[config.mk]
export PLATFORM = sky130hd
export DESIGN_NAME = pfre_cell
export DESIGN_NICKNAME = d
export VERILOG_FILES = /design/src/pfre_pkg.sv /design/src/pfre_cell.sv
export SDC_FILE = /design/constraint.sdc
export NUM_CORES = 1
export LEC_CHECK = 0
export ABC_CLOCK_PERIOD_IN_PS = 12830
export BUFFER_PORTS_ARGS = -buffer_cell sky130_fd_sc_hd__buf_2
export CORE_AREA = 2 2 148 150
export CTS_CLUSTER_DIAMETER = 100
export DETAILED_ROUTE_END_ITERATION = 16
export DIE_AREA = 0 0 150 152
export PLACE_DENSITY_LB_ADDON = 0.08
export SLEW_MARGIN = 20
export SYNTH_ARGS = -nofsm -noshare
export SYNTH_HDL_FRONTEND = slang
export SYNTH_SLANG_ARGS = --single-unit
[constraint.sdc]
create_clock -name clock -period 12.83 [get_ports clock]
set_input_delay 1.283 -clock clock [delete_from_list [all_inputs] [get_ports clock]]
set_output_delay 1.283 -clock clock [all_outputs]
set_load 0.05 [all_outputs]
[src/pfre_pkg.sv]
package pfre_pkg;

   localparam int MAX_FRAMES = 64;
   localparam int PAGE_SHIFT = 12;
   localparam int FW         = (MAX_FRAMES > 1) ? $clog2(MAX_FRAMES) : 1;
   localparam int NW         = $clog2(MAX_FRAMES + 1);
   localparam int PAGE_W     = 20;
   localparam int TIME_W     = 32;

   localparam logic [1:0] POLICY_FIFO = 2'd0;
   localparam logic [1:0] POLICY_LRU  = 2'd1;

   localparam logic [31:0] CNT_MAX = 32'hFFFF_FFFF;

   typedef enum logic [1:0] {
      ST_IDLE,
      ST_SCAN,
      ST_APPLY,
      ST_DONE
   } state_type;

   // word that walks down the row of frame cells
   typedef struct packed {
      logic              tvalid;
      logic              apply;
      logic [PAGE_W-1:0] page;
      logic              wr;
      logic [NW-1:0]     n;
      logic [FW-1:0]     hand;
      logic [TIME_W-1:0] now;
      logic              found;
      logic              hit;
      logic [FW-1:0]     idx;
      logic [TIME_W-1:0] min_e;
      logic [FW-1:0]     min_e_idx;
      logic [TIME_W-1:0] min_l;
      logic [FW-1:0]     min_l_idx;
      logic              have_ge;
      logic [FW-1:0]     ge_idx;
      logic              have_lt;
      logic [FW-1:0]     lt_idx;
      logic              op_hit;
      logic              clr_en;
      logic              clr_all;
      logic              wrap;
      logic              vdirty;
      logic [PAGE_W-1:0] vpage;
   } token_type;

   function automatic logic [31:0] sat_inc(input logic [31:0] v);
      return (v == CNT_MAX) ? v : v + 32'd1;
   endfunction

endpackage

[src/pfre_cell.sv]
module pfre_cell
   import pfre_pkg::*;
#(
   parameter int INDEX = 0
) (
   input  logic      clock,
   input  logic      reset,
   input  token_type tok_in,
   output token_type tok_out
);

   localparam logic [NW-1:0] IDX_N = NW'(INDEX);
   localparam logic [FW-1:0] IDX_F = FW'(INDEX);

   logic              valid_ff, valid_in;
   logic              dirty_ff, dirty_in;
   logic              use_ff, use_in;
   logic [PAGE_W-1:0] page_ff, page_in;
   logic [TIME_W-1:0] entry_ff, entry_in;
   logic [TIME_W-1:0] last_ff, last_in;
   token_type         tok_ff, tok_nx;

   logic active;
   logic clr_hit;

   assign active = tok_in.tvalid && (IDX_N < tok_in.n);

   // clock sweep clears use bits between hand and victim
   assign clr_hit = tok_in.clr_all ||
                    (!tok_in.wrap && IDX_F >= tok_in.hand && IDX_F < tok_in.idx) ||
                    (tok_in.wrap && (IDX_F >= tok_in.hand || IDX_F < tok_in.idx));

   always_comb begin
      tok_nx   = tok_in;
      valid_in = valid_ff;
      dirty_in = dirty_ff;
      use_in   = use_ff;
      page_in  = page_ff;
      entry_in = entry_ff;
      last_in  = last_ff;
      if (active && !tok_in.apply) begin
         // search pass: match, empty slot, oldest stamps, free use bits
         if (!tok_in.found) begin
            if (!valid_ff) begin
               tok_nx.found = 1'b1;
               tok_nx.idx   = IDX_F;
            end else if (page_ff == tok_in.page) begin
               tok_nx.found = 1'b1;
               tok_nx.hit   = 1'b1;
               tok_nx.idx   = IDX_F;
            end
         end
         if (INDEX == 0 || entry_ff < tok_in.min_e) begin
            tok_nx.min_e     = entry_ff;
            tok_nx.min_e_idx = IDX_F;
         end
         if (INDEX == 0 || last_ff < tok_in.min_l) begin
            tok_nx.min_l     = last_ff;
            tok_nx.min_l_idx = IDX_F;
         end
         if (!use_ff) begin
            if (IDX_F >= tok_in.hand && !tok_in.have_ge) begin
               tok_nx.have_ge = 1'b1;
               tok_nx.ge_idx  = IDX_F;
            end
            if (IDX_F < tok_in.hand && !tok_in.have_lt) begin
               tok_nx.have_lt = 1'b1;
               tok_nx.lt_idx  = IDX_F;
            end
         end
      end else if (active && tok_in.apply) begin
         // update pass: write the chosen frame, sweep use bits
         if (IDX_F == tok_in.idx) begin
            if (!tok_in.found) begin
               tok_nx.vdirty = dirty_ff;
               tok_nx.vpage  = page_ff;
            end
            if (tok_in.op_hit) begin
               use_in  = 1'b1;
               last_in = tok_in.now;
               if (tok_in.wr) begin
                  dirty_in = 1'b1;
               end
            end else begin
               valid_in = 1'b1;
               page_in  = tok_in.page;
               entry_in = tok_in.now;
               last_in  = tok_in.now;
               use_in   = 1'b1;
               dirty_in = tok_in.wr;
            end
         end else if (tok_in.clr_en && clr_hit) begin
            use_in = 1'b0;
         end
      end
   end

   always_ff @(posedge clock) begin
      if (reset) begin
         valid_ff <= 1'b0;
         dirty_ff <= 1'b0;
         use_ff   <= 1'b0;
         tok_ff   <= '0;
      end else begin
         valid_ff <= valid_in;
         dirty_ff <= dirty_in;
         use_ff   <= use_in;
         tok_ff   <= tok_nx;
      end
   end

   always_ff @(posedge clock) begin
      page_ff  <= page_in;
      entry_ff <= entry_in;
      last_ff  <= last_in;
   end

   assign tok_out = tok_ff;

endmodule

Word-level counts from Yosys, hierarchy flattened
Cells that the tools add are included.
Word-level totals
  flip-flop bits (word level): 278
  bits of input ports: 193
  output and inout port bits: 191
  word-level logic and storage cells: 78
Operators by class
  order comparisons: 4
  equality and inequality tests: 2
  multiplexer cells: 17
  bitwise operators: 2
  reduce and logical (&&, ||, !) cells: 23
Operator list (number)
  $mux 98: 1
  $mux 21: 4
  $eq 20x20->1: 1
  $mux 8: 2
  $mux 14: 1
  $mux 7: 2
  $lt 1x6->1 const A: 2
  $logic_and 1x1->1: 9
  $reduce_and 4->1: 2
  $lt 1x7->1 const A: 1
  $ge 1x6->1 const A: 1
  $logic_not 6->1: 1
  $mux 1: 6
  $mux 6: 1
  $reduce_and 3->1: 2
  $logic_not 1->1: 4
  $logic_or 1x1->1: 3
  $ne 2x1->1 const B: 1
  $not 1->1: 2
  $reduce_bool 2->1: 1
  $reduce_or 2->1: 1

Longest topological paths before layout
  depth in word-level cells: 8
  gate-level depth with buffers: 6
  mapped depth without buffers: 4

Worst setup path after synthesis
No wires, ideal clock.
  path type: in2reg
  start point: input port tok_in[115] (netlist bit)
  end point: register entry_ff[0], enable pin
  data arrival time: 6933 ps
  data required time: 12236 ps
  setup slack: 5302 ps
  stages on the path: 3
  path buffers: 0
  cell sequence: nor4_4 > nand2_1 > nor4_1
Between the ends
  cells in the longest elaborated chain, start to end: 2
Ends and longest elaborated chain
  start, declared: line pfre_cell.sv:8  | input token_type tok_in,
  $logic_not 6->1: line pfre_cell.sv:73  | if (IDX_F == tok_in.idx) begin
  $reduce_and 4->1 (no source line)
  end signal, assigned: line pfre_cell.sv:114  | entry_ff <= entry_in;
  end, declared: line pfre_cell.sv:19  | logic [TIME_W-1:0] entry_ff, entry_in;
Every way passes these cells.
A chain may end at the register's enable or synchronous reset.

Final worst setup path
  start point: input port tok_in[164] (netlist bit)
  end point: register tok_ff (netlist bit tok_out[122])
Between the ends
  cells in the longest elaborated chain, start to end: 4
Ends and longest elaborated chain
  $lt 1x7->1: line pfre_cell.sv:26  | assign active = tok_in.tvalid && (IDX_N < tok_in.n);
  $logic_and 1x1->1: line pfre_cell.sv:26
  $logic_and 1x1->1: line pfre_cell.sv:41  | if (active && !tok_in.apply) begin
  $mux 98: line pfre_cell.sv:41
  end signal, assigned: line pfre_cell.sv:108  | tok_ff <= tok_nx;
  end, declared: line pfre_cell.sv:21  | token_type tok_ff, tok_nx;
Every way passes these cells.

==> flow_results.xml <==
<?xml version="1.0" encoding="UTF-8"?>
<metrics>
  <group name="run_status">
    <metric name="outcome" unit="">complete, no violations</metric>
  </group>
  <group name="cts">
    <metric name="clk_path_buf_depth" unit="">3</metric>
    <metric name="number_of_buffers_inserted_during_clock_tree_synthesis" unit="">29</metric>
    <metric name="clk_pin_slew_worst_paths" unit="ps">60</metric>
    <metric name="worst_skew_pair.late_latency" unit="ps">530</metric>
    <metric name="cts_h_tree_depth" unit="">1</metric>
    <metric name="tritoncts" unit="">yes</metric>
    <metric name="post_cts_resize_count" unit="">0</metric>
    <metric name="number_of_clock_sinks_seen_by_cts" unit="">278</metric>
    <metric name="cts_post_setup_buffers_inserted" unit="">0</metric>
    <metric name="ctsRootBufferMaster" unit="">sky130_fd_sc_hd__clkbuf_16</metric>
    <metric name="hold_buffers" unit="">0</metric>
  </group>
  <group name="floorplan">
    <metric name="die_w" unit="um">150</metric>
    <metric name="fp.coreArea" unit="sq um">21400</metric>
    <metric name="initial_utilization" unit="%">42.0</metric>
    <metric name="floorplan.rows" unit="">54</metric>
    <metric name="pin_count" unit="">384</metric>
    <metric name="die_h" unit="um">152</metric>
    <metric name="die_area" unit="sq um">22800</metric>
  </group>
  <group name="critical_path">
    <metric name="worst_path_max_delay_cell" unit="">sky130_fd_sc_hd__nor3_1</metric>
    <metric name="cp.arrival" unit="ps">3770</metric>
    <metric name="worstPathBufferInverterCount" unit="">2</metric>
    <metric name="cp_depth" unit="">6</metric>
    <metric name="worstSetupEndpointType" unit="">flip-flop</metric>
    <metric name="crit_family" unit="">compound AO/OA/AOI/OAI gates</metric>
    <metric name="slowest_delay" unit="ps">750</metric>
    <metric name="worst-setup-path-type" unit="">input pin to flip-flop</metric>
    <metric name="worstRegToRegCells" unit="">4</metric>
    <metric name="crit_path_cell_trace" unit="">buf_2 -&gt; nor3_1 -&gt; a21o_2 -&gt; buf_4 -&gt; nor4_1 -&gt; a221o_1</metric>
    <metric name="critical_path.max_fanout" unit="">56</metric>
    <metric name="startpoint_types" unit="">input pin</metric>
    <metric name="cp.required" unit="ps">13250</metric>
  </group>
  <group name="synth">
    <metric name="netlist.top_cell.by_area" unit="">sky130_fd_sc_hd__dfxtp_1</metric>
    <metric name="yosys_warnings" unit="">0</metric>
    <metric name="avgSynthCellArea" unit="sq um">12.0</metric>
    <metric name="syn-num-nets" unit="">940</metric>
    <metric name="synth_edf_count" unit="">84</metric>
    <metric name="synth.area.top_cells" unit="">sky130_fd_sc_hd__dfxtp_1 (43%), sky130_fd_sc_hd__edfxtp_1 (28%), sky130_fd_sc_hd__nand2_1 (5.5%)</metric>
    <metric name="ys_async_sr_fraction" unit="%">0</metric>
    <metric name="yosys.cell_types.count" unit="">42</metric>
    <metric name="synthDominantCellAreaShare" unit="%">43.3</metric>
    <metric name="synth-main-ff-cell" unit="">sky130_fd_sc_hd__dfxtp_1</metric>
    <metric name="synthesis.instances" unit="">747</metric>
    <metric name="syn_area" unit="sq um">8980</metric>
    <metric name="seq_area_frac_synth" unit="%">71.4</metric>
    <metric name="synth_seq_cells" unit="">278</metric>
  </group>
  <group name="final_layout">
    <metric name="nNetsFinal" unit="">1321</metric>
    <metric name="fraction_of_final_layout_cells_sized_beyond_drive_strength_1" unit="%">38.6</metric>
    <metric name="layout-area-overhead-vs-synth" unit="%">35.0</metric>
    <metric name="design_area" unit="sq um">12100</metric>
    <metric name="final_cells" unit="">1435</metric>
    <metric name="post-route-util" unit="%">56.8</metric>
    <metric name="mostFrequentLayoutCell" unit="">sky130_fd_sc_hd__buf_2</metric>
    <metric name="layout_common_cells" unit="">sky130_fd_sc_hd__buf_2 (382), sky130_fd_sc_hd__dfxtp_1 (194), sky130_fd_sc_hd__nand2_1 (131), sky130_fd_sc_hd__edfxtp_1 (84), sky130_fd_sc_hd__nor2b_1 (72)</metric>
  </group>
  <group name="detailed_routing">
    <metric name="vias" unit="">6604</metric>
    <metric name="drt_first_pass_iters" unit="">4</metric>
    <metric name="overall_routed_net_length" unit="um">24200</metric>
    <metric name="postRouteAntennaNets" unit="">0</metric>
    <metric name="avgViaCountPerCell" unit="">4.60</metric>
    <metric name="drt_iter0_drc" unit="">289</metric>
    <metric name="post-route-drc-count" unit="">0</metric>
    <metric name="route.detailed.wl_per_inst" unit="um">16.9</metric>
  </group>
  <group name="power_and_ir_drop">
    <metric name="power.leakage" unit="uW">0.00560</metric>
    <metric name="worst_ir_drop_vdd" unit="mV">0.118</metric>
    <metric name="power-per-cell-area" unit="nW/um^2">167</metric>
  </group>
  <group name="sta">
    <metric name="worst-slew-pin-transition" unit="ps">1010</metric>
    <metric name="worst_slack" unit="ps">9480</metric>
    <metric name="final_max_slew_viol_count" unit="">0</metric>
    <metric name="number_of_endpoints_failing_setup_at_the_final_stage" unit="">0</metric>
    <metric name="rsz0062_at_grt" unit="">false</metric>
    <metric name="slew_headroom" unit="%">31.9</metric>
    <metric name="final_hold_viol_count" unit="">0</metric>
    <metric name="fin_crit_sh" unit="%">26.1</metric>
    <metric name="finClkSkew" unit="ps">12.7</metric>
    <metric name="max_clock_freq" unit="GHz">0.299</metric>
    <metric name="layout_min_cycle_time" unit="ps">3350</metric>
    <metric name="tns" unit="ps">0</metric>
  </group>
  <group name="grt">
    <metric name="grt.overflow.total" unit="">0</metric>
    <metric name="antenna_found_initial" unit="">6</metric>
    <metric name="grt_max_degree" unit="">97</metric>
    <metric name="wire_length_of_the_first_global_routing_pass" unit="um">35700</metric>
    <metric name="grt_pass1_vias" unit="">6433</metric>
    <metric name="global_route.usage.total" unit="%">20.1</metric>
  </group>
  <group name="place">
    <metric name="dp_hpwl" unit="um">17000</metric>
    <metric name="routabilityCongestion" unit="">0.755</metric>
    <metric name="post_place_setup_slack" unit="ps">8970</metric>
    <metric name="placement.io_buffers" unit="">383</metric>
    <metric name="place_area" unit="sq um">11100</metric>
    <metric name="placed_cells_incl_taps" unit="">1377</metric>
  </group>
  <group name="flow_run">
    <metric name="maxCapViolCount" unit="">0</metric>
  </group>
  <group name="min_path">
    <metric name="worst_hold_path_type" unit="">flip-flop to flip-flop</metric>
    <metric name="number_of_instances_on_the_worst_hold_path" unit="">2</metric>
  </group>
</metrics>
-- logic make-up (layout without fill, tap and decap cells) --
| family | count (synthesis) | count (layout) | synth area share [%] |
|---|---|---|---|
| and+or+nand+nor | 288 | 288 | 15.8 |
| muxes | 21 | 21 | 2.34 |
| other | 0 | 5 | 0 |
| adders and majority gates | 1 | 1 | 0.112 |
| buffers and inverters | 44 | 447 | 2.12 |
| DFF | 278 | 278 | 71.4 |
| AOI/OAI and AO/OA | 95 | 95 | 6.34 |
| xor gates and xnor gates | 20 | 20 | 1.95 |
-- sequential cells by signal (all words and copies together) (netlist names) --
signal / cells
use_ff: 1
dirty_ff: 1
valid_ff: 1
last_ff: 32
tok_out: 191
entry_ff: 32
page_ff: 20
-- cells in the mapped netlist (2+ instances only) --
| cell | n |
|---|---|
| sky130_fd_sc_hd__buf_2 | 5 |
| sky130_fd_sc_hd__nor4_1 | 3 |
| sky130_fd_sc_hd__o2111ai_1 | 2 |
| sky130_fd_sc_hd__nor2_1 | 29 |
| sky130_fd_sc_hd__edfxtp_1 | 84 |
| sky130_fd_sc_hd__and2_1 | 13 |
| sky130_fd_sc_hd__nor2b_1 | 72 |
| sky130_fd_sc_hd__nand4_1 | 5 |
| sky130_fd_sc_hd__buf_6 | 2 |
| sky130_fd_sc_hd__mux2i_1 | 21 |
| sky130_fd_sc_hd__buf_1 | 2 |
| sky130_fd_sc_hd__nand3_1 | 13 |
| sky130_fd_sc_hd__dfxtp_1 | 194 |
| sky130_fd_sc_hd__inv_1 | 4 |
| sky130_fd_sc_hd__nand2_1 | 131 |
| sky130_fd_sc_hd__o41ai_1 | 2 |
| sky130_fd_sc_hd__o21bai_1 | 6 |
| sky130_fd_sc_hd__nor3_1 | 3 |
| sky130_fd_sc_hd__a21oi_1 | 69 |
| sky130_fd_sc_hd__clkbuf_1 | 29 |
| sky130_fd_sc_hd__xnor2_1 | 20 |
| sky130_fd_sc_hd__o211ai_1 | 6 |
| sky130_fd_sc_hd__a31oi_1 | 2 |
| sky130_fd_sc_hd__and3_1 | 12 |
-- path summary, 6_finish.rpt --
kind,start,slack [ps],to
min,dirty_ff,460,dirty_ff
max reg2reg,page_ff[5],10830,tok_out[119]
max,tok_in[164],9480,tok_out[122]
min reg2reg,dirty_ff,460,dirty_ff
-- metrics by stage --
stage | total power, uW | hold slack [ps]
floorplan | 1140 | 438
global placement | 1220 | 458
detailed placement | 1220 | 454
CTS | 2050 | 461
global route | 2100 | 494
finish | 2030 | 460
-- final cells by class --
cell class / count / area, sq um
clock buffer: 44 / 883
timing repair buffer: 389 / 1970
inverter: 5 / 18.8
tap: 280 / 350
fill: 1935 / 9230
sequential: 278 / 6410
multi-input combinational: 425 / 2400
clock inverter: 9 / 77.6
antenna: 5 / 12.5
-- tightest hold or removal path: cells and delay by family, from the launching register on --
kind	cells	cell delay, ps
AO/OA/AOI/OAI	2	100
flip-flops	1	310
-- where the power goes --
group	internal, uW	switching [uW]	leakage, uW
registers	939	7.84	0.00237
logic	66.0	188	0.00276
clock network	494	334	0.000476
-- routing by layer --
metal  part of all wire [%]  track usage [%]  vias up
met5                      0                0        -
met4                    2.7             6.51        0
met3                    9.0             5.83       43
met2                     50             35.2      261
met1                     39             23.4     3020
li1                       -                -     3280
Power figures use the tool's default switching activity.
